===== config.mk =====
export PLATFORM = sky130hd
export DESIGN_NAME = eight_bit_cpu_alu_with_flags_flat
export DESIGN_NICKNAME = d
export VERILOG_FILES = /design/src/rtl/lralu_pkg.sv /design/src/rtl/lralu_in_if.sv /design/src/rtl/lralu_out_if.sv /design/src/rtl/lralu_in_stage.sv /design/src/rtl/lralu_core.sv /design/src/rtl/lralu_out_stage.sv /design/src/rtl/eight_bit_cpu_alu_with_flags.sv /design/src/flat_wrapper.sv
export VERILOG_INCLUDE_DIRS = /design/src /design/src/rtl
export SDC_FILE = /design/constraint.sdc
export NUM_CORES = 1
export LEC_CHECK = 0
export ABC_AREA = 1
export BUFFER_PORTS_ARGS = -buffer_cell sky130_fd_sc_hd__clkbuf_2
export CORE_MARGIN = 4
export CORE_UTILIZATION = 60
export CTS_CLUSTER_SIZE = 40
export DETAILED_ROUTE_END_ITERATION = 8
export GPL_TIMING_DRIVEN = 1
export PLACE_DENSITY_LB_ADDON = 0.08
export SYNTH_ARGS = -nofsm -noshare
export SYNTH_HDL_FRONTEND = slang
export SYNTH_HIERARCHICAL = 1
export SYNTH_SLANG_ARGS = --single-unit

===== constraint.sdc =====
create_clock -name clk -period 4.4 [get_ports clk]
set_clock_uncertainty 0.1 [all_clocks]
set_input_delay 0.44 -clock clk [delete_from_list [all_inputs] [get_ports clk]]
set_output_delay 0.44 -clock clk [all_outputs]
set_load 0.01 [all_outputs]

===== src/rtl/assert_macros.svh =====
// assertion macros shared by the alu rtl
`ifndef ASSERT_MACROS_SVH
`define ASSERT_MACROS_SVH
`ifndef SYNTHESIS
`define ASSERT_IMPL(label, clk, rst_n, ante, cons) \
  label: assert property (@(posedge clk) disable iff (!rst_n) (ante) |-> (cons)) \
    else $error("alu assertion failed");
`define ASSERT_NEXT(label, clk, rst_n, ante, cons) \
  label: assert property (@(posedge clk) disable iff (!rst_n) (ante) |=> (cons)) \
    else $error("alu assertion failed");
`else
`define ASSERT_IMPL(label, clk, rst_n, ante, cons)
`define ASSERT_NEXT(label, clk, rst_n, ante, cons)
`endif
`endif


===== src/rtl/lralu_pkg.sv =====
// types, opcodes and flag positions for the 8-bit alu
`timescale 1ns / 1ps
package lralu_pkg;

  typedef enum logic [4:0] {
    OP_ADD   = 5'd0,
    OP_ADC   = 5'd1,
    OP_SUB   = 5'd2,
    OP_SBC   = 5'd3,
    OP_AND   = 5'd4,
    OP_OR    = 5'd5,
    OP_XOR   = 5'd6,
    OP_CP    = 5'd7,
    OP_INC   = 5'd8,
    OP_DEC   = 5'd9,
    OP_SWAP  = 5'd10,
    OP_DAA   = 5'd11,
    OP_CPL   = 5'd12,
    OP_CCF   = 5'd13,
    OP_SCF   = 5'd14,
    OP_RLC   = 5'd15,
    OP_RL    = 5'd16,
    OP_RRC   = 5'd17,
    OP_RR    = 5'd18,
    OP_SLA   = 5'd19,
    OP_SRA   = 5'd20,
    OP_SRL   = 5'd21,
    OP_BIT   = 5'd22,
    OP_SET   = 5'd23,
    OP_RES   = 5'd24,
    OP_ADD16 = 5'd25,
    OP_ADDSP = 5'd26,
    OP_RLCA  = 5'd27,
    OP_RLA   = 5'd28,
    OP_RRCA  = 5'd29,
    OP_RRA   = 5'd30
  } alu_op_t;

  localparam int unsigned FLAG_Z = 3;
  localparam int unsigned FLAG_N = 2;
  localparam int unsigned FLAG_H = 1;
  localparam int unsigned FLAG_C = 0;

  localparam logic [7:0] DAA_HI_ADJ = 8'h60;
  localparam logic [7:0] DAA_LO_ADJ = 8'h06;
  localparam logic [7:0] DAA_HI_LIM = 8'h99;
  localparam logic [3:0] DAA_LO_LIM = 4'h9;

  typedef struct packed {
    logic [4:0]  cmd;
    logic [7:0]  acc;
    logic [3:0]  flags;
    logic [7:0]  operand8;
    logic [2:0]  bit_index;
    logic [15:0] pair;
    logic [15:0] operand16;
  } alu_req_t;

  typedef struct packed {
    logic [7:0]  acc;
    logic [7:0]  value;
    logic [15:0] pair;
    logic [3:0]  flags;
  } alu_res_t;

endpackage


===== src/rtl/lralu_in_if.sv =====
// request channel of the alu
`timescale 1ns / 1ps
interface lralu_in_if;
  logic        valid;
  logic        ready;
  logic [4:0]  cmd;
  logic [7:0]  acc_in;
  logic [3:0]  flags_in;
  logic [7:0]  operand8;
  logic [2:0]  bit_index;
  logic [15:0] pair_in;
  logic [15:0] operand16;

  modport source (
    output valid, cmd, acc_in, flags_in, operand8, bit_index, pair_in, operand16,
    input  ready
  );
  modport sink (
    input  valid, cmd, acc_in, flags_in, operand8, bit_index, pair_in, operand16,
    output ready
  );
endinterface


===== src/rtl/lralu_out_if.sv =====
// result channel of the alu
`timescale 1ns / 1ps
interface lralu_out_if;
  logic        valid;
  logic        ready;
  logic [7:0]  acc_out;
  logic [7:0]  value_out;
  logic [15:0] pair_out;
  logic [3:0]  flags_out;

  modport source (
    output valid, acc_out, value_out, pair_out, flags_out,
    input  ready
  );
  modport sink (
    input  valid, acc_out, value_out, pair_out, flags_out,
    output ready
  );
endinterface


===== src/rtl/lralu_in_stage.sv =====
// input register stage of the alu
`timescale 1ns / 1ps
module lralu_in_stage (
  input  logic                clk,
  input  logic                rst_n,
  lralu_in_if.sink            in_ch,
  output logic                req_valid,
  output lralu_pkg::alu_req_t req,
  input  logic                req_ready
);
  import lralu_pkg::*;

  logic     valid_r;
  logic     valid_nxt;
  alu_req_t req_r;
  logic     take;

  assign in_ch.ready = !valid_r || req_ready;
  assign take        = in_ch.valid && in_ch.ready;

  always_comb begin
    valid_nxt = valid_r;
    if (take) begin
      valid_nxt = 1'b1;
    end else if (req_ready) begin
      valid_nxt = 1'b0;
    end
  end

  always_ff @(posedge clk) begin
    if (!rst_n) begin
      valid_r <= 1'b0;
    end else begin
      valid_r <= valid_nxt;
    end
  end

  always_ff @(posedge clk) begin
    if (take) begin
      req_r <= '{cmd:       in_ch.cmd,
                 acc:       in_ch.acc_in,
                 flags:     in_ch.flags_in,
                 operand8:  in_ch.operand8,
                 bit_index: in_ch.bit_index,
                 pair:      in_ch.pair_in,
                 operand16: in_ch.operand16};
    end
  end

  assign req_valid = valid_r;
  assign req       = req_r;
endmodule


===== src/rtl/lralu_core.sv =====
// combinational alu datapath and flag logic
`timescale 1ns / 1ps
module lralu_core (
  input  lralu_pkg::alu_req_t req,
  output lralu_pkg::alu_res_t res
);
  import lralu_pkg::*;

  alu_op_t     op;
  logic [7:0]  a;
  logic [7:0]  v;
  logic        zf, nf, hf, cf;
  logic        cin;
  logic [8:0]  sum9;
  logic [4:0]  sum_lo;
  logic [8:0]  dif9;
  logic [4:0]  dif_lo;
  logic [7:0]  daa_v;
  logic        daa_c;
  logic        acc_rot;
  logic [7:0]  rx;
  logic [7:0]  rot_v;
  logic        rot_c;
  logic [7:0]  bit_mask;
  logic [16:0] add16_sum;
  logic [12:0] add16_lo;
  logic [15:0] sp_sum;
  logic [4:0]  sp_lo;
  logic [8:0]  sp_byte;

  assign op  = alu_op_t'(req.cmd);
  assign a   = req.acc;
  assign v   = req.operand8;
  assign zf  = req.flags[FLAG_Z];
  assign nf  = req.flags[FLAG_N];
  assign hf  = req.flags[FLAG_H];
  assign cf  = req.flags[FLAG_C];
  assign cin = (op == OP_ADC || op == OP_SBC) ? cf : 1'b0;

  assign sum9   = {1'b0, a} + {1'b0, v} + {8'd0, cin};
  assign sum_lo = {1'b0, a[3:0]} + {1'b0, v[3:0]} + {4'd0, cin};
  assign dif9   = {1'b0, a} - {1'b0, v} - {8'd0, cin};
  assign dif_lo = {1'b0, a[3:0]} - {1'b0, v[3:0]} - {4'd0, cin};

  always_comb begin
    daa_v = a;
    daa_c = cf;
    if (!nf) begin
      if (cf || (a > DAA_HI_LIM)) begin
        daa_v = daa_v + DAA_HI_ADJ;
        daa_c = 1'b1;
      end
      if (hf || (a[3:0] > DAA_LO_LIM)) begin
        daa_v = daa_v + DAA_LO_ADJ;
      end
    end else begin
      if (cf) begin
        daa_v = daa_v - DAA_HI_ADJ;
      end
      if (hf) begin
        daa_v = daa_v - DAA_LO_ADJ;
      end
    end
  end

  // accumulator rotates share the cb rotate logic
  assign acc_rot = (op == OP_RLCA) || (op == OP_RLA) || (op == OP_RRCA) || (op == OP_RRA);
  assign rx      = acc_rot ? a : v;

  always_comb begin
    rot_v = rx;
    rot_c = cf;
    case (op)
      OP_RLC, OP_RLCA: begin
        rot_v = {rx[6:0], rx[7]};
        rot_c = rx[7];
      end
      OP_RL, OP_RLA: begin
        rot_v = {rx[6:0], cf};
        rot_c = rx[7];
      end
      OP_RRC, OP_RRCA: begin
        rot_v = {rx[0], rx[7:1]};
        rot_c = rx[0];
      end
      OP_RR, OP_RRA: begin
        rot_v = {cf, rx[7:1]};
        rot_c = rx[0];
      end
      OP_SLA: begin
        rot_v = {rx[6:0], 1'b0};
        rot_c = rx[7];
      end
      OP_SRA: begin
        rot_v = {rx[7], rx[7:1]};
        rot_c = rx[0];
      end
      OP_SRL: begin
        rot_v = {1'b0, rx[7:1]};
        rot_c = rx[0];
      end
      default: begin
        rot_v = rx;
        rot_c = cf;
      end
    endcase
  end

  assign bit_mask  = 8'd1 << req.bit_index;
  assign add16_sum = {1'b0, req.pair} + {1'b0, req.operand16};
  assign add16_lo  = {1'b0, req.pair[11:0]} + {1'b0, req.operand16[11:0]};
  assign sp_sum    = req.pair + {{8{v[7]}}, v};
  assign sp_lo     = {1'b0, req.pair[3:0]} + {1'b0, v[3:0]};
  assign sp_byte   = {1'b0, req.pair[7:0]} + {1'b0, v};

  always_comb begin
    res.acc   = a;
    res.value = v;
    res.pair  = req.pair;
    res.flags = req.flags;
    case (op)
      OP_ADD, OP_ADC: begin
        res.acc   = sum9[7:0];
        res.flags = {(sum9[7:0] == 8'd0), 1'b0, sum_lo[4], sum9[8]};
      end
      OP_SUB, OP_SBC: begin
        res.acc   = dif9[7:0];
        res.flags = {(dif9[7:0] == 8'd0), 1'b1, dif_lo[4], dif9[8]};
      end
      OP_CP: begin
        res.flags = {(dif9[7:0] == 8'd0), 1'b1, dif_lo[4], dif9[8]};
      end
      OP_AND: begin
        res.acc   = a & v;
        res.flags = {((a & v) == 8'd0), 1'b0, 1'b1, 1'b0};
      end
      OP_OR: begin
        res.acc   = a | v;
        res.flags = {((a | v) == 8'd0), 1'b0, 1'b0, 1'b0};
      end
      OP_XOR: begin
        res.acc   = a ^ v;
        res.flags = {((a ^ v) == 8'd0), 1'b0, 1'b0, 1'b0};
      end
      OP_INC: begin
        res.value = v + 8'd1;
        res.flags = {(v == 8'hff), 1'b0, (v[3:0] == 4'hf), cf};
      end
      OP_DEC: begin
        res.value = v - 8'd1;
        res.flags = {(v == 8'h01), 1'b1, (v[3:0] == 4'h0), cf};
      end
      OP_SWAP: begin
        res.value = {v[3:0], v[7:4]};
        res.flags = {(v == 8'd0), 1'b0, 1'b0, 1'b0};
      end
      OP_DAA: begin
        res.acc   = daa_v;
        res.flags = {(daa_v == 8'd0), nf, 1'b0, daa_c};
      end
      OP_CPL: begin
        res.acc   = ~a;
        res.flags = {zf, 1'b1, 1'b1, cf};
      end
      OP_CCF: begin
        res.flags = {zf, 1'b0, 1'b0, !cf};
      end
      OP_SCF: begin
        res.flags = {zf, 1'b0, 1'b0, 1'b1};
      end
      OP_RLC, OP_RL, OP_RRC, OP_RR, OP_SLA, OP_SRA, OP_SRL: begin
        res.value = rot_v;
        res.flags = {(rot_v == 8'd0), 1'b0, 1'b0, rot_c};
      end
      OP_RLCA, OP_RLA, OP_RRCA, OP_RRA: begin
        res.acc   = rot_v;
        res.flags = {1'b0, 1'b0, 1'b0, rot_c};
      end
      OP_BIT: begin
        res.flags = {((v & bit_mask) == 8'd0), 1'b0, 1'b1, cf};
      end
      OP_SET: begin
        res.value = v | bit_mask;
      end
      OP_RES: begin
        res.value = v & ~bit_mask;
      end
      OP_ADD16: begin
        res.pair  = add16_sum[15:0];
        res.flags = {zf, 1'b0, add16_lo[12], add16_sum[16]};
      end
      OP_ADDSP: begin
        res.pair  = sp_sum;
        res.flags = {1'b0, 1'b0, sp_lo[4], sp_byte[8]};
      end
      default: begin
        res.acc   = a;
        res.value = v;
        res.pair  = req.pair;
        res.flags = req.flags;
      end
    endcase
  end
endmodule


===== src/rtl/lralu_out_stage.sv =====
// result register stage of the alu
`timescale 1ns / 1ps
module lralu_out_stage (
  input  logic                clk,
  input  logic                rst_n,
  input  logic                res_valid,
  input  lralu_pkg::alu_res_t res,
  output logic                res_ready,
  lralu_out_if.source         out_ch
);
  import lralu_pkg::*;

  logic     valid_r;
  logic     valid_nxt;
  alu_res_t res_r;
  logic     take;

  assign res_ready = !valid_r || out_ch.ready;
  assign take      = res_valid && res_ready;

  always_comb begin
    valid_nxt = valid_r;
    if (take) begin
      valid_nxt = 1'b1;
    end else if (out_ch.ready) begin
      valid_nxt = 1'b0;
    end
  end

  always_ff @(posedge clk) begin
    if (!rst_n) begin
      valid_r <= 1'b0;
    end else begin
      valid_r <= valid_nxt;
    end
  end

  always_ff @(posedge clk) begin
    if (take) begin
      res_r <= res;
    end
  end

  assign out_ch.valid     = valid_r;
  assign out_ch.acc_out   = res_r.acc;
  assign out_ch.value_out = res_r.value;
  assign out_ch.pair_out  = res_r.pair;
  assign out_ch.flags_out = res_r.flags;
endmodule


===== src/rtl/eight_bit_cpu_alu_with_flags.sv =====
// top level of the 8-bit cpu alu with flags
// an accepted transaction is held in the input register, then in the output register, where its result is valid
// throughput: one transaction per cycle while out_ch.ready is high, set by the single alu pass between registers
// an empty input register takes a new transaction while a finished result waits at the output register
// reset: synchronous active-low rst_n empties both register stages
`timescale 1ns / 1ps
`include "assert_macros.svh"
module eight_bit_cpu_alu_with_flags (
  input logic          clk,
  input logic          rst_n,
  lralu_in_if.sink     in_ch,
  lralu_out_if.source  out_ch
);
  import lralu_pkg::*;

  logic     req_valid;
  logic     req_ready;
  alu_req_t req;
  alu_res_t res;

  lralu_in_stage u_in_stage (
    .clk       (clk),
    .rst_n     (rst_n),
    .in_ch     (in_ch),
    .req_valid (req_valid),
    .req       (req),
    .req_ready (req_ready)
  );

  lralu_core u_core (
    .req (req),
    .res (res)
  );

  lralu_out_stage u_out_stage (
    .clk       (clk),
    .rst_n     (rst_n),
    .res_valid (req_valid),
    .res       (res),
    .res_ready (req_ready),
    .out_ch    (out_ch)
  );

  `ASSERT_NEXT(a_accept_fills, clk, rst_n, in_ch.valid && in_ch.ready, req_valid)
  `ASSERT_NEXT(a_stage_moves, clk, rst_n, req_valid && req_ready, out_ch.valid)
  `ASSERT_NEXT(a_stall_holds, clk, rst_n, req_valid && !req_ready, req_valid && $stable(req))
  `ASSERT_NEXT(a_cp_keeps_acc, clk, rst_n, req_valid && req_ready && (req.cmd == OP_CP), out_ch.acc_out == $past(req.acc))
  `ASSERT_IMPL(a_ready_when_empty, clk, rst_n, !req_valid, in_ch.ready)
endmodule

===== src/flat_wrapper.sv =====
// flat-port wrapper written by rule: the top's interface ports become plain ports
module eight_bit_cpu_alu_with_flags_flat import lralu_pkg::*;
  (clk, rst_n, in_ch_valid, in_ch_cmd, in_ch_acc_in, in_ch_flags_in, in_ch_operand8, in_ch_bit_index, in_ch_pair_in, in_ch_operand16, in_ch_ready, out_ch_valid, out_ch_acc_out, out_ch_value_out, out_ch_pair_out, out_ch_flags_out, out_ch_ready);
  lralu_in_if in_ch_i ();
  lralu_out_if out_ch_i ();
  input logic clk;
  input logic rst_n;
  input wire logic [$bits(in_ch_i.valid)-1:0] in_ch_valid;
  input wire logic [$bits(in_ch_i.cmd)-1:0] in_ch_cmd;
  input wire logic [$bits(in_ch_i.acc_in)-1:0] in_ch_acc_in;
  input wire logic [$bits(in_ch_i.flags_in)-1:0] in_ch_flags_in;
  input wire logic [$bits(in_ch_i.operand8)-1:0] in_ch_operand8;
  input wire logic [$bits(in_ch_i.bit_index)-1:0] in_ch_bit_index;
  input wire logic [$bits(in_ch_i.pair_in)-1:0] in_ch_pair_in;
  input wire logic [$bits(in_ch_i.operand16)-1:0] in_ch_operand16;
  output wire logic [$bits(in_ch_i.ready)-1:0] in_ch_ready;
  output wire logic [$bits(out_ch_i.valid)-1:0] out_ch_valid;
  output wire logic [$bits(out_ch_i.acc_out)-1:0] out_ch_acc_out;
  output wire logic [$bits(out_ch_i.value_out)-1:0] out_ch_value_out;
  output wire logic [$bits(out_ch_i.pair_out)-1:0] out_ch_pair_out;
  output wire logic [$bits(out_ch_i.flags_out)-1:0] out_ch_flags_out;
  input wire logic [$bits(out_ch_i.ready)-1:0] out_ch_ready;
  assign in_ch_i.valid = in_ch_valid;
  assign in_ch_i.cmd = in_ch_cmd;
  assign in_ch_i.acc_in = in_ch_acc_in;
  assign in_ch_i.flags_in = in_ch_flags_in;
  assign in_ch_i.operand8 = in_ch_operand8;
  assign in_ch_i.bit_index = in_ch_bit_index;
  assign in_ch_i.pair_in = in_ch_pair_in;
  assign in_ch_i.operand16 = in_ch_operand16;
  assign in_ch_ready = in_ch_i.ready;
  assign out_ch_valid = out_ch_i.valid;
  assign out_ch_acc_out = out_ch_i.acc_out;
  assign out_ch_value_out = out_ch_i.value_out;
  assign out_ch_pair_out = out_ch_i.pair_out;
  assign out_ch_flags_out = out_ch_i.flags_out;
  assign out_ch_i.ready = out_ch_ready;
  eight_bit_cpu_alu_with_flags u_core (.clk(clk), .rst_n(rst_n), .in_ch(in_ch_i), .out_ch(out_ch_i));
endmodule

# --- Yosys cells after proc, flatten, opt, wreduce, memory -nomap -nowiden ---
# Cells that the tools add are included.
word_totals:
  regBits: 98
  output_inout_bits: 38
  elab_cells: 134
classes:
  n_addsub: 19
  n_lt_le_gt_ge: 2
  eq_ne: 33
  shift: 1
  n_mux: 21
  bitwise_logic: 8
  reduce_logical: 37
op_table:
  columns: ["operator", "n"]
  rows:
  - ["equality test 5 bit (second input constant)", 15]
  - ["logical NOT 8 bit", 9]
  - ["one-hot mux 4 bit (17 select lines)", 1]
  - ["two-way mux 8 bit", 8]
  - ["one-hot mux 8 bit (8 select lines)", 1]
  - ["one-hot mux 8 bit (7 select lines)", 1]
  - ["one-hot mux 8 bit (6 select lines)", 1]
  - ["equality test 5 x 4 -> 1 bit (second input constant)", 8]
  - ["one-hot mux 16 bit (2 select lines)", 1]
  - ["bitwise AND 8 bit", 3]
  - ["equality test 5 x 3 -> 1 bit (second input constant)", 4]
  - ["adder 8 x 8 -> 9 bit", 2]
  - ["adder 16 x 16 -> 17 bit", 1]
  - ["adder 16 bit", 1]
  - ["inverter 8 bit", 2]
  - ["bitwise OR 8 bit", 2]
  - ["adder 12 x 12 -> 13 bit", 1]
  - ["OR reduction 2 bit", 6]
  - ["adder 4 x 4 -> 5 bit", 2]
  - ["equality test 5 x 2 -> 1 bit (second input constant)", 2]
  - ["adder 9 x 1 -> 9 bit", 1]
  - ["subtractor 8 x 8 -> 9 bit", 1]
  - ["subtractor 9 x 1 -> 9 bit", 1]
  - ["adder 8 x 1 -> 8 bit (second input constant)", 1]
  - ["29 further kinds", 46]

# --- Depth between registers and ports, before layout ---
# Gate-level depths: netlist (run 1).
depth:
  depth_word: 9
  ltp_mapped: 19
  mapped_depth_nobuf: 18

# --- Hierarchy ---
# The synthesis (run 1) kept the hierarchy.
modules_own_cells:
  columns: ["module", "n_inst", "cells_per_inst", "area_per_inst_um2", "seq_area_each_um2"]
  rows:
  - ["lralu_core", 1, 956, 5197.5, 0.0]
  - ["lralu_in_stage", 1, 67, 1853.0, 1821.7]
  - ["lralu_out_stage", 1, 43, 1132.3, 1101.1]

# --- Worst setup path before layout (run 1) ---
# No wires, ideal clock.
synth_path:
  path_kind: "input -> register"
  from: "input port out_ch_ready"
  to: "register u_core.u_in_stage.req_r (netlist bit u_core/u_in_stage/req[0]) (enable)"
  setup_time_ns: 0.497
  arrival_time_ns: 3.476
  required_ns: 3.803
  slack_ns: 0.326
  stages: 4
  n_path_buf: 0
  path_cell_list: "inv_2 -> nand2_2 -> inv_2 -> a21oi_1"
synth_between:
  elab_chain_cells: 3
synth_rtl:
  columns: ["element", "line_no", "text"]
  rows:
  - ["start: declaration", "flat_wrapper.sv:22", "input wire logic [$bits(out_ch_i.ready)-1:0] out_ch_ready;"]
  - ["logical OR 1 bit", "lralu_out_stage.sv:18", "assign res_ready = !valid_r || out_ch.ready;"]
  - ["via u_core.req_ready", "eight_bit_cpu_alu_with_flags.sv:17", "logic req_ready;"]
  - ["logical OR 1 bit", "lralu_in_stage.sv:18", "assign in_ch.ready = !valid_r || req_ready;"]
  - ["logical AND 1 bit", "lralu_in_stage.sv:19", "assign take = in_ch.valid && in_ch.ready;"]
  - ["via u_core.u_in_stage.take", "lralu_in_stage.sv:16", "logic take;"]
  - ["end signal: assignment", "lralu_in_stage.sv:40", "req_r <= '{cmd: in_ch.cmd,"]
  - ["end: declaration", "lralu_in_stage.sv:15", "alu_req_t req_r;"]
# The timed path passes the listed nets, and every way through them passes these cells.
# A chain may end at the register's enable or synchronous reset.

==> results_dict.tcl, run 1 <==
set metrics [dict create \
    outcome "finished clean" \
    synthFlopType "edfxtp_1" \
    vdd_ir_drop_max_v 0.000250 \
    worstMarginPinSlew_ns 0.893 \
    setup_ws_ns 0.752 \
    num-nets-final 1311 \
    num_vias 8491 \
    ys_seq_area_frac 0.357 \
    clockRootBuffer "clkbuf_16" \
    layout_commonest_cell "nand2_1" \
    core-area_um2 13300 \
    antenna_found_initial 0 \
    die_x_um 125 \
    holdBufCountCts 0 \
    drv_cap 0 \
    regArea_um2 2920 \
    cts_made_buffers 9 \
    pwr_density_cell_nw_per_um2 297 \
    ant_nets 0 \
    fin_crit_ns 3.65 \
    htreeDepth 3 \
    drcViolationCount 0 \
    r2r_start "u_core/u_in_stage/req[58]" \
    synth-async-reset-ratio 0 \
    tns_ns 0 \
    total_power_w 0.00275 \
    period_share 0.829 \
    reg2reg_depth 12 \
    p_leak_nw 4.29 \
    cts_buffer_depth 2 \
    drt_wl_total_mm 26.0 \
    critical_path.startpoint "u_core/u_in_stage/req[58]" \
    syn_area_per_cell_um2 7.68 \
    num_rows 42 \
    gp_congestion 1.02 \
    endpoint "u_core/u_out_stage/out_ch.acc_out[4]" \
    grt_max_degree 37 \
    syn_area_um2 8180 \
    crit_type "reg -> reg" \
    synthCells 1066 \
    post-place-ws_ns 0.862 \
    hpwl_mm 19.9 \
    rr_endpoint "u_core/u_out_stage/out_ch.acc_out[4]" \
    final_cell_mix "nand2_1, inv_1, nand3_1" \
    fp.dieH_um 125 \
    rsz0062_at_grt "false" \
    crit_path_max_fanout 8 \
    endpoint_kind "flop" \
    cts.reportedPaths.clkPinSlew_ns 0.08 \
    drtIter0Drc 1167 \
    vias_per_cell 6.27 \
    dr.pass1.iters 7 \
    ys_seq_elements 98 \
    finalSetupViolCount 0 \
    initial_utilization 0.615 \
    globalRouteTotalUtil 0.329 \
    cts_setup_buffers 0 \
    post_cts_resized 0 \
    maxSlewViolCount 0 \
    synth_edf_count 96 \
    multi_input_area_um2 4700 \
    ioPinCount 102 \
    gr-total-overflow 0 \
    port_buffers 101 \
    required_ns 4.39 \
    cp_data_arrival_time_ns 3.64 \
    area_growth_syn_to_layout_pct 13.0 \
    fp.dieArea_um2 15600 \
    finalHoldViolations 0 \
    grt_pass1_vias 7825 \
    n_antenna_cell 0 \
    cts_tree "done" \
    fillers 1123 \
    avgRoutedWirePerCell_um 19.2 \
    min_path_type "in -> reg" \
    grt_pass1_wl_mm 40.9 \
    clk_latency_ns 0.36 \
    clkSinkCount 98 \
    synth_cell_types 53 \
    cp-start-kind "flop" \
    relSlewSlack 0.404 \
    timing.fmax_mhz 274 \
    syn_nets 1204 \
    drive_gt1_frac 0.134 \
    yosysWarnings 6 \
    rrSetupSlack_ns 0.75 \
]
[worst max-delay path: stages (launching register included)]
cell,delay (ns)
edfxtp_1,0.47
nor2_2,0.32
nand2_1,0.14
nor2_1,0.19
inv_1,0.08
fa_1,0.43
fa_1,0.46
o21ai_0,0.24
nand2_1,0.14
xor2_1,0.23
o22ai_1,0.14
nor4_1,0.34
nand2_1,0.11
[sequential cells by signal, summed over array words and instances (netlist names)]
register,count
u_core/u_in_stage/req,60
u_core/u_in_stage/req_valid,1
u_core/u_out_stage/out_ch.acc_out,8
u_core/u_out_stage/out_ch.flags_out,4
u_core/u_out_stage/out_ch.pair_out,16
u_core/u_out_stage/out_ch.valid,1
u_core/u_out_stage/out_ch.value_out,8
[stage by stage]
stage | hold WS, ns | cells | util | area (um^2)
after global routing | 0.139 | 1354 | 0.696 | 9250
final | 0.152 | 1354 | 0.696 | 9250
after CTS | 0.143 | 1354 | 0.696 | 9250
after global placement | 0.418 | 1338 | 0.672 | 8940
after floorplan | 0.381 | 1066 | - | 8180
after detailed placement | 0.428 | 1338 | 0.672 | 8940
[where the power goes]
group	internal [W]	switching, W
combinational	0.000261	0.000509
clock	0.000451	0.000379
sequential	0.00110	0.0000466
[synthesized netlist by cell type (9+ instances only)]
cell,instances,area share
nand2_1,231,0.11
inv_1,127,0.058
nand3_1,111,0.068
edfxtp_1,96,0.35
a21oi_1,89,0.054
nor2_1,83,0.038
ha_1,68,0.10
o21ai_0,61,0.037
o22ai_1,23,0.018
nand4_1,22,0.017
nor3_1,19,0.012
clkbuf_1,11,0.0050
xnor2_1,10,0.011
xor2_1,10,0.011
o211ai_1,9,0.0083
[layout make-up]
type	count	area share
sequential	98	0.316
clock buffer	9	0.0244
multi-input combinational	818	0.508
timing repair buffer	112	0.0636
tap	176	0.0238
inverter	134	0.0544
clock inverter	7	0.00934
[logic make-up after synthesis]
kind of cell               synth area share
AOI/OAI and AO/OA                     0.166
xor gates and xnor gates             0.0214
adders and majority gates             0.119
buffers and inverters                0.0709
DFF                                   0.357
and+or+nand+nor                       0.266
[per-layer routing]
metal	GRT usage	wire length, um	vias to the layer above
li1	-	-	3959
met1	0.462	10400	3822
met3	0.0583	3110	92
met2	0.503	11500	618
met4	0.139	960	0
met5	0	0	-
[worst min-delay path by stage]
stage | startpoint | endpoint | slack [ns] | cells past startpoint
2_1_floorplan | u_core/u_in_stage/req_valid | u_core/u_out_stage/out_ch.valid | 0.38 | 2
3_3_place_gp | u_core/u_in_stage/req_valid | u_core/u_in_stage/req_valid | 0.42 | 2
3_5_place_dp | u_core/u_in_stage/req_valid | u_core/u_in_stage/req_valid | 0.43 | 2
4_1_cts | in_ch_operand8[4] | u_core/u_in_stage/req[39] | 0.14 | 1
5_1_grt | in_ch_acc_in[6] | u_core/u_in_stage/req[53] | 0.14 | 1
6_report | in_ch_pair_in[9] | u_core/u_in_stage/req[25] | 0.15 | 1
(Power assumes the default switching activity.)
==> run 2, diff against run 1 <==
==> constraint.sdc (replaced) <==
create_clock -name clk -period 3.6 [get_ports clk]
set_clock_uncertainty 0.1 [all_clocks]
set_input_delay 0.36 -clock clk [delete_from_list [all_inputs] [get_ports clk]]
set_output_delay 0.36 -clock clk [all_outputs]
set_load 0.01 [all_outputs]
==> results_dict.tcl, run 2 (same netlist as run 1, synthesis figures left out) <==
set metrics [dict create \
    num-nets-final 1332 \
    clockRootBuffer "clkbuf_16" \
    fp.dieArea_um2 15600 \
    outcome "finished clean" \
    cp-start-kind "flop" \
    cts.reportedPaths.clkPinSlew_ns 0.08 \
    post_cts_resized 0 \
    htreeDepth 3 \
    final_cell_mix "nand2_1, inv_1, nand3_1" \
    p_seq_frac 0.412 \
    pwr_density_cell_nw_per_um2 359 \
    fillers 1132 \
    tns_ns 0 \
    swShare 0.339 \
    cts_buffer_depth 2 \
    drtIter0Drc 1201 \
    path_cells "nor2_2 -> nand2_1 -> nor2_1 -> inv_1 -> fa_1 -> fa_1 -> o21ai_0 -> nand2_1 -> xor2_1 -> nand2_1 -> nor2_1 -> nand3_1 -> o21ai_0 -> nor2_1 -> nand2_1 -> nor2_1 -> nand3_1" \
    globalRouteTotalUtil 0.330 \
    p_sw_w 0.00115 \
    critPathMaxStageDelay_ns 0.47 \
    holdBufCountCts 0 \
    finalHoldWorstSlack_ns 0.0738 \
    drive_gt1_frac 0.149 \
    die_x_um 125 \
    critPathSlowestCell "edfxtp_1" \
    timing.fmax_mhz 295 \
    required_ns 3.73 \
    endpoint_kind "flop" \
    crit_path_max_fanout 5 \
    crit_type "reg -> reg" \
    grt_pass1_wl_mm 41.1 \
    port_buffers 101 \
    finalSetupViolCount 0 \
    rrSetupSlack_ns 0.22 \
    vdd_ir_drop_max_v 0.000366 \
    clk_latency_ns 0.36 \
    ant_nets 0 \
    n_antenna_cell 0 \
    grt_pass1_vias 7940 \
    hpwl_mm 20.3 \
    core-area_um2 13300 \
    cts_tree "done" \
    largest_register_ffs 60 \
    p_leak_nw 4.39 \
    drv_cap 0 \
    initial_utilization 0.615 \
    clkPwrFrac 0.302 \
    crit_buf_inv 1 \
    relSlewSlack 0.542 \
    worstMarginPinSlew_ns 0.685 \
    fin_crit_ns 3.38 \
    vias_per_cell 6.15 \
    power_frac_comb 0.286 \
    layout_commonest_cell "nand2_1" \
    drcViolationCount 0 \
    grt_max_degree 28 \
    cts_made_buffers 9 \
    cp_data_arrival_time_ns 3.51 \
    period_share 0.940 \
    min_path_type "in -> reg" \
    num_rows 42 \
    drt_wl_total_mm 25.9 \
    dr.pass1.iters 6 \
    avgRoutedWirePerCell_um 18.9 \
    cts_setup_buffers 0 \
    rsz0062_at_grt "false" \
    total_power_w 0.00338 \
    gp_congestion 1.14 \
    clkSinkCount 98 \
    gr-total-overflow 0 \
    maxSlewViolCount 0 \
    ioPinCount 102 \
    fp.dieH_um 125 \
    cp_top_family "simple AND/OR/NAND/NOR gates" \
    antenna_found_initial 0 \
    finalHoldViolations 0 \
    area_growth_syn_to_layout_pct 14.9 \
    num_vias 8459 \
    internal-power_w 0.00223 \
]
==> run 2: area by class of cell <==
| type | count | area (um^2) | area share |
|---|---|---|---|
| timing repair buffer | 133 | 746 | 0.0793 |
| inverter | 134 | 503 | 0.0535 |
| sequential | 98 | 2920 | 0.311 |
| tap | 176 | 220 | 0.0234 |
| clock inverter | 7 | 85.1 | 0.00905 |
| multi-input combinational | 818 | 4700 | 0.500 |
| clock buffer | 9 | 225 | 0.0239 |
==> run 2: path summary, 6_finish.rpt <==
path | startpoint | endpoint | cells after the start
max reg2reg | u_core/u_in_stage/req[58] | u_core/u_out_stage/out_ch.flags_out[3] | 17
min | in_ch_operand16[1] | u_core/u_in_stage/req[1] | 1
min reg2reg | u_core/u_out_stage/out_ch.valid | u_core/u_out_stage/out_ch.valid | 2
max | u_core/u_in_stage/req[58] | u_core/u_out_stage/out_ch.flags_out[3] | 17
==> run 2: through the flow <==
step	cells	setup slack, ns	util	area [um^2]
final	1375	0.216	0.707	9400
after global routing	1375	0.000137	0.707	9400
after CTS	1375	0.318	0.707	9400
after detailed placement	1359	0.335	0.684	9090
after global placement	1359	0.432	0.684	9090
after floorplan	1066	0.455	-	8190
==> run 2: layer usage <==
metal | GRT usage | routed length [um] | up-vias
li1 | - | - | 4005
met1 | 0.461 | 10700 | 3807
met2 | 0.509 | 11200 | 546
met3 | 0.0639 | 2990 | 101
met4 | 0.128 | 993 | 0
met5 | 0 | 0 | -
==> run 2: power by group through the flow <==
stage	clock network (W)	logic [W]	registers (W)
6_report	0.00102	0.000966	0.00139
5_1_grt	0.00107	0.00107	0.00140
4_1_cts	0.00103	0.000938	0.00139
3_5_place_dp	0	0.000929	0.00142
3_3_place_gp	0	0.000923	0.00142
2_1_floorplan	0	0.000619	0.00142
==> run 2: worst register-to-register path: stages, from the launching register on <==
cell      delay (ns)
edfxtp_1        0.47
nor2_2          0.17
nand2_1         0.11
nor2_1          0.18
inv_1           0.08
fa_1            0.41
fa_1            0.43
o21ai_0         0.27
nand2_1         0.16
xor2_1          0.21
nand2_1         0.07
nor2_1          0.11
nand3_1         0.08
o21ai_0         0.17
nor2_1          0.06
nand2_1         0.06
nor2_1          0.04
nand3_1         0.08
==> run 3, diff against run 2 <==
--- a/config.mk
+++ b/config.mk
@@ -6,13 +6,13 @@
 export SDC_FILE = /design/constraint.sdc
 export NUM_CORES = 1
 export LEC_CHECK = 0
-export ABC_AREA = 1
 export BUFFER_PORTS_ARGS = -buffer_cell sky130_fd_sc_hd__clkbuf_2
 export CORE_MARGIN = 4
 export CORE_UTILIZATION = 60
 export CTS_CLUSTER_SIZE = 40
 export DETAILED_ROUTE_END_ITERATION = 8
 export GPL_TIMING_DRIVEN = 1
+export HOLD_SLACK_MARGIN = 0.12
 export PLACE_DENSITY_LB_ADDON = 0.08
 export SYNTH_ARGS = -nofsm -noshare
 export SYNTH_HDL_FRONTEND = slang
==> results_dict.tcl, run 3 <==
set metrics [dict create \
    initial_utilization 0.609 \
    vias_per_cell 6.63 \
    outcome "finished clean" \
    critPathMaxStageDelay_ns 0.45 \
    worstMarginPinSlew_ns 0.829 \
    required_ns 3.73 \
    highest_layer "met4" \
    rrSetupSlack_ns 0.16 \
    clockRootBuffer "clkbuf_16" \
    syn_area_per_cell_um2 9.19 \
    finalHoldViolations 0 \
    largest_register_ffs 60 \
    cp_data_arrival_time_ns 3.57 \
    pwr_density_cell_nw_per_um2 345 \
    drv_cap 0 \
    grt_pass1_wl_mm 42.1 \
    finalSetupViolCount 0 \
    synth_xor_xnor_area_share 0.0489 \
    yosysMostFrequentCell "edfxtp_1" \
    crit_type "reg -> reg" \
    drtIter0Drc 1008 \
    gp_congestion 1.11 \
    synth_cell_types 92 \
    synth_top_family_by_area "compound AO/OA/AOI/OAI gates" \
    endpoint "u_core/u_out_stage/out_ch.flags_out[3]" \
    maxSlewViolCount 0 \
    vdd_ir_drop_max_v 0.000270 \
    core-area_um2 13800 \
    crit_path_max_fanout 4 \
    path_cells "nor2_1 -> nand4b_1 -> buf_4 -> fa_1 -> fa_1 -> o21ai_1 -> nor2b_2 -> xnor2_1 -> or3_1 -> nor3_1 -> a41oi_1 -> o311ai_1 -> o22a_1" \
    synth_top_area_cell "edfxtp_1" \
    grt_max_degree 61 \
    placedCellCount 1194 \
    num-nets-final 1223 \
    synthSimpleGateAreaFrac 0.166 \
    tns_ns 0 \
    fp.dieH_um 126 \
    ys_seq_area_frac 0.347 \
    timing.fmax_mhz 291 \
    synth_mux_area_frac 0.0159 \
    ys_seq_elements 98 \
    final_cells 1270 \
    globalRouteTotalUtil 0.332 \
    syn_area_um2 8420 \
    num_rows 43 \
    die_x_um 126 \
    yosysWarnings 6 \
    drt_wl_total_mm 26.9 \
    min_path_type "in -> reg" \
    cp-start-kind "flop" \
    wl_met2_mm 12.3 \
    reg2reg_depth 13 \
    synthAdderAreaFrac 0.115 \
    grt_pass1_vias 7914 \
    m1WireLength_mm 10.7 \
    critical_path.startpoint "u_core/u_in_stage/req[57]" \
    num_vias 8416 \
    fp.dieArea_um2 16000 \
    synth-async-reset-ratio 0 \
    clkSinkCount 98 \
    rr_endpoint "u_core/u_out_stage/out_ch.flags_out[3]" \
    ant_nets 0 \
    synthCells 916 \
    dr_wl_met3_mm 3.01 \
    avgRoutedWirePerCell_um 21.2 \
    dr.pass1.iters 6 \
    cts.reportedPaths.clkPinSlew_ns 0.07 \
    critPathSlowestCell "fa_1" \
    yosys-top-cells-count "edfxtp_1, nand2_1, ha_1" \
    synth-compound-area-share 0.260 \
    synth_area_leaders "edfxtp_1, ha_1, o21ai_0, nand2_1, a21oi_1" \
    period_share 0.955 \
    cts_made_buffers 9 \
    n_antenna_cell 0 \
    clk_latency_ns 0.36 \
    rsz0062_at_grt "false" \
    endpoint_kind "flop" \
    fin_crit_ns 3.44 \
    r2r_start "u_core/u_in_stage/req[57]" \
    drive_gt1_frac 0.179 \
    cts_buffer_depth 2 \
    antenna_found_initial 0 \
    port_buffers 101 \
    hpwl_mm 19.0 \
    htreeDepth 3 \
    syn_nets 1054 \
    relSlewSlack 0.448 \
    critPathMostFrequentCell "fa_1" \
    yosysTopAreaCellShare 0.343 \
    cts_tree "done" \
    drcViolationCount 0 \
    final_cell_mix "clkbuf_2, edfxtp_1, nand2_1" \
    p_leak_nw 4.08 \
    synthFlopType "edfxtp_1" \
    synth_edf_count 96 \
    layout_commonest_cell "clkbuf_2" \
    ioPinCount 102 \
    area_growth_syn_to_layout_pct 20.7 \
    gr-total-overflow 0 \
]
-- run 3: layer usage --
layer  up-vias  track usage
met5         -            0
met4         0        0.121
met3        95       0.0838
met2       578        0.525
met1      3900        0.443
li1       3843            -
-- run 3: layout make-up --
type | instances | area, um^2
Inverter | 46 | 173
Clock inverter | 7 | 76.3
Clock buffer | 9 | 225
Multi-Input combinational cell | 726 | 5110
Timing Repair Buffer | 204 | 1430
Tap cell | 180 | 225
Sequential cell | 98 | 2920
Fill cell | 1046 | 3670
-- run 3: what timing repair did --
action,in CTS,in global routing
hold buffers,58,1
endpoints found under the setup margin,0,3
resized for setup,0,2
buffers inserted,0,1
hold endpoints to repair,58,1
-- run 3: metrics by stage --
step | worst slack [ns] | util | hold slack [ns] | instance area, um^2 | total power [W]
floorplan | 0.0285 | - | 0.359 | 8420 | 0.00212
global placement | 0.125 | 0.669 | 0.387 | 9250 | 0.00242
detailed placement | 0.0589 | 0.669 | 0.401 | 9250 | 0.00243
CTS | 0.0333 | 0.733 | 0.121 | 10100 | 0.00347
global route | 0.0265 | 0.735 | 0.145 | 10200 | 0.00366
finish | 0.161 | 0.735 | 0.139 | 10200 | 0.00350
-- run 3: how the worst min path moves through the flow --
| stage | from | end | slack [ns] | cells after the start |
|---|---|---|---|---|
| detailed placement | u_core/u_in_stage/req_valid | u_core/u_out_stage/out_ch.valid | 0.40 | 2 |
| global placement | u_core/u_in_stage/req_valid | u_core/u_out_stage/out_ch.valid | 0.39 | 2 |
| floorplan | in_ch_operand16[0] | u_core/u_in_stage/req[0] | 0.36 | 0 |
| global route | in_ch_valid | u_core/u_in_stage/req_valid | 0.14 | 3 |
| finish | in_ch_valid | u_core/u_in_stage/req_valid | 0.14 | 3 |
| CTS | in_ch_operand8[0] | u_core/u_in_stage/req[35] | 0.12 | 1 |
-- run 3: cells by family (layout without fill, tap and decap cells) --
| family | Yosys count | in the layout |
|---|---|---|
| fa+ha+maj | 74 | 74 |
| xor+xnor | 47 | 47 |
| simple gates | 276 | 276 |
| mux | 13 | 13 |
| compound gates | 316 | 316 |
| flops | 98 | 98 |
| buf+inv | 92 | 266 |
-- run 3: critical path, delay by kind of cell (launching register included) --
kind | cells | cell delay, ns
xor+xnor | 1 | 0.11
simple gates | 5 | 1.09
fa+ha+maj | 2 | 0.86
buf+inv | 1 | 0.18
compound gates | 4 | 0.57
flops | 1 | 0.40
-- run 3: report_power, final --
part	internal [W]	leakage [nW]	total (W)	switching, W
Sequential	0.00134	0.942	0.00140	0.0000559
Clock	0.000547	0.150	0.00100	0.000456
Combinational	0.000455	2.99	0.00110	0.000645
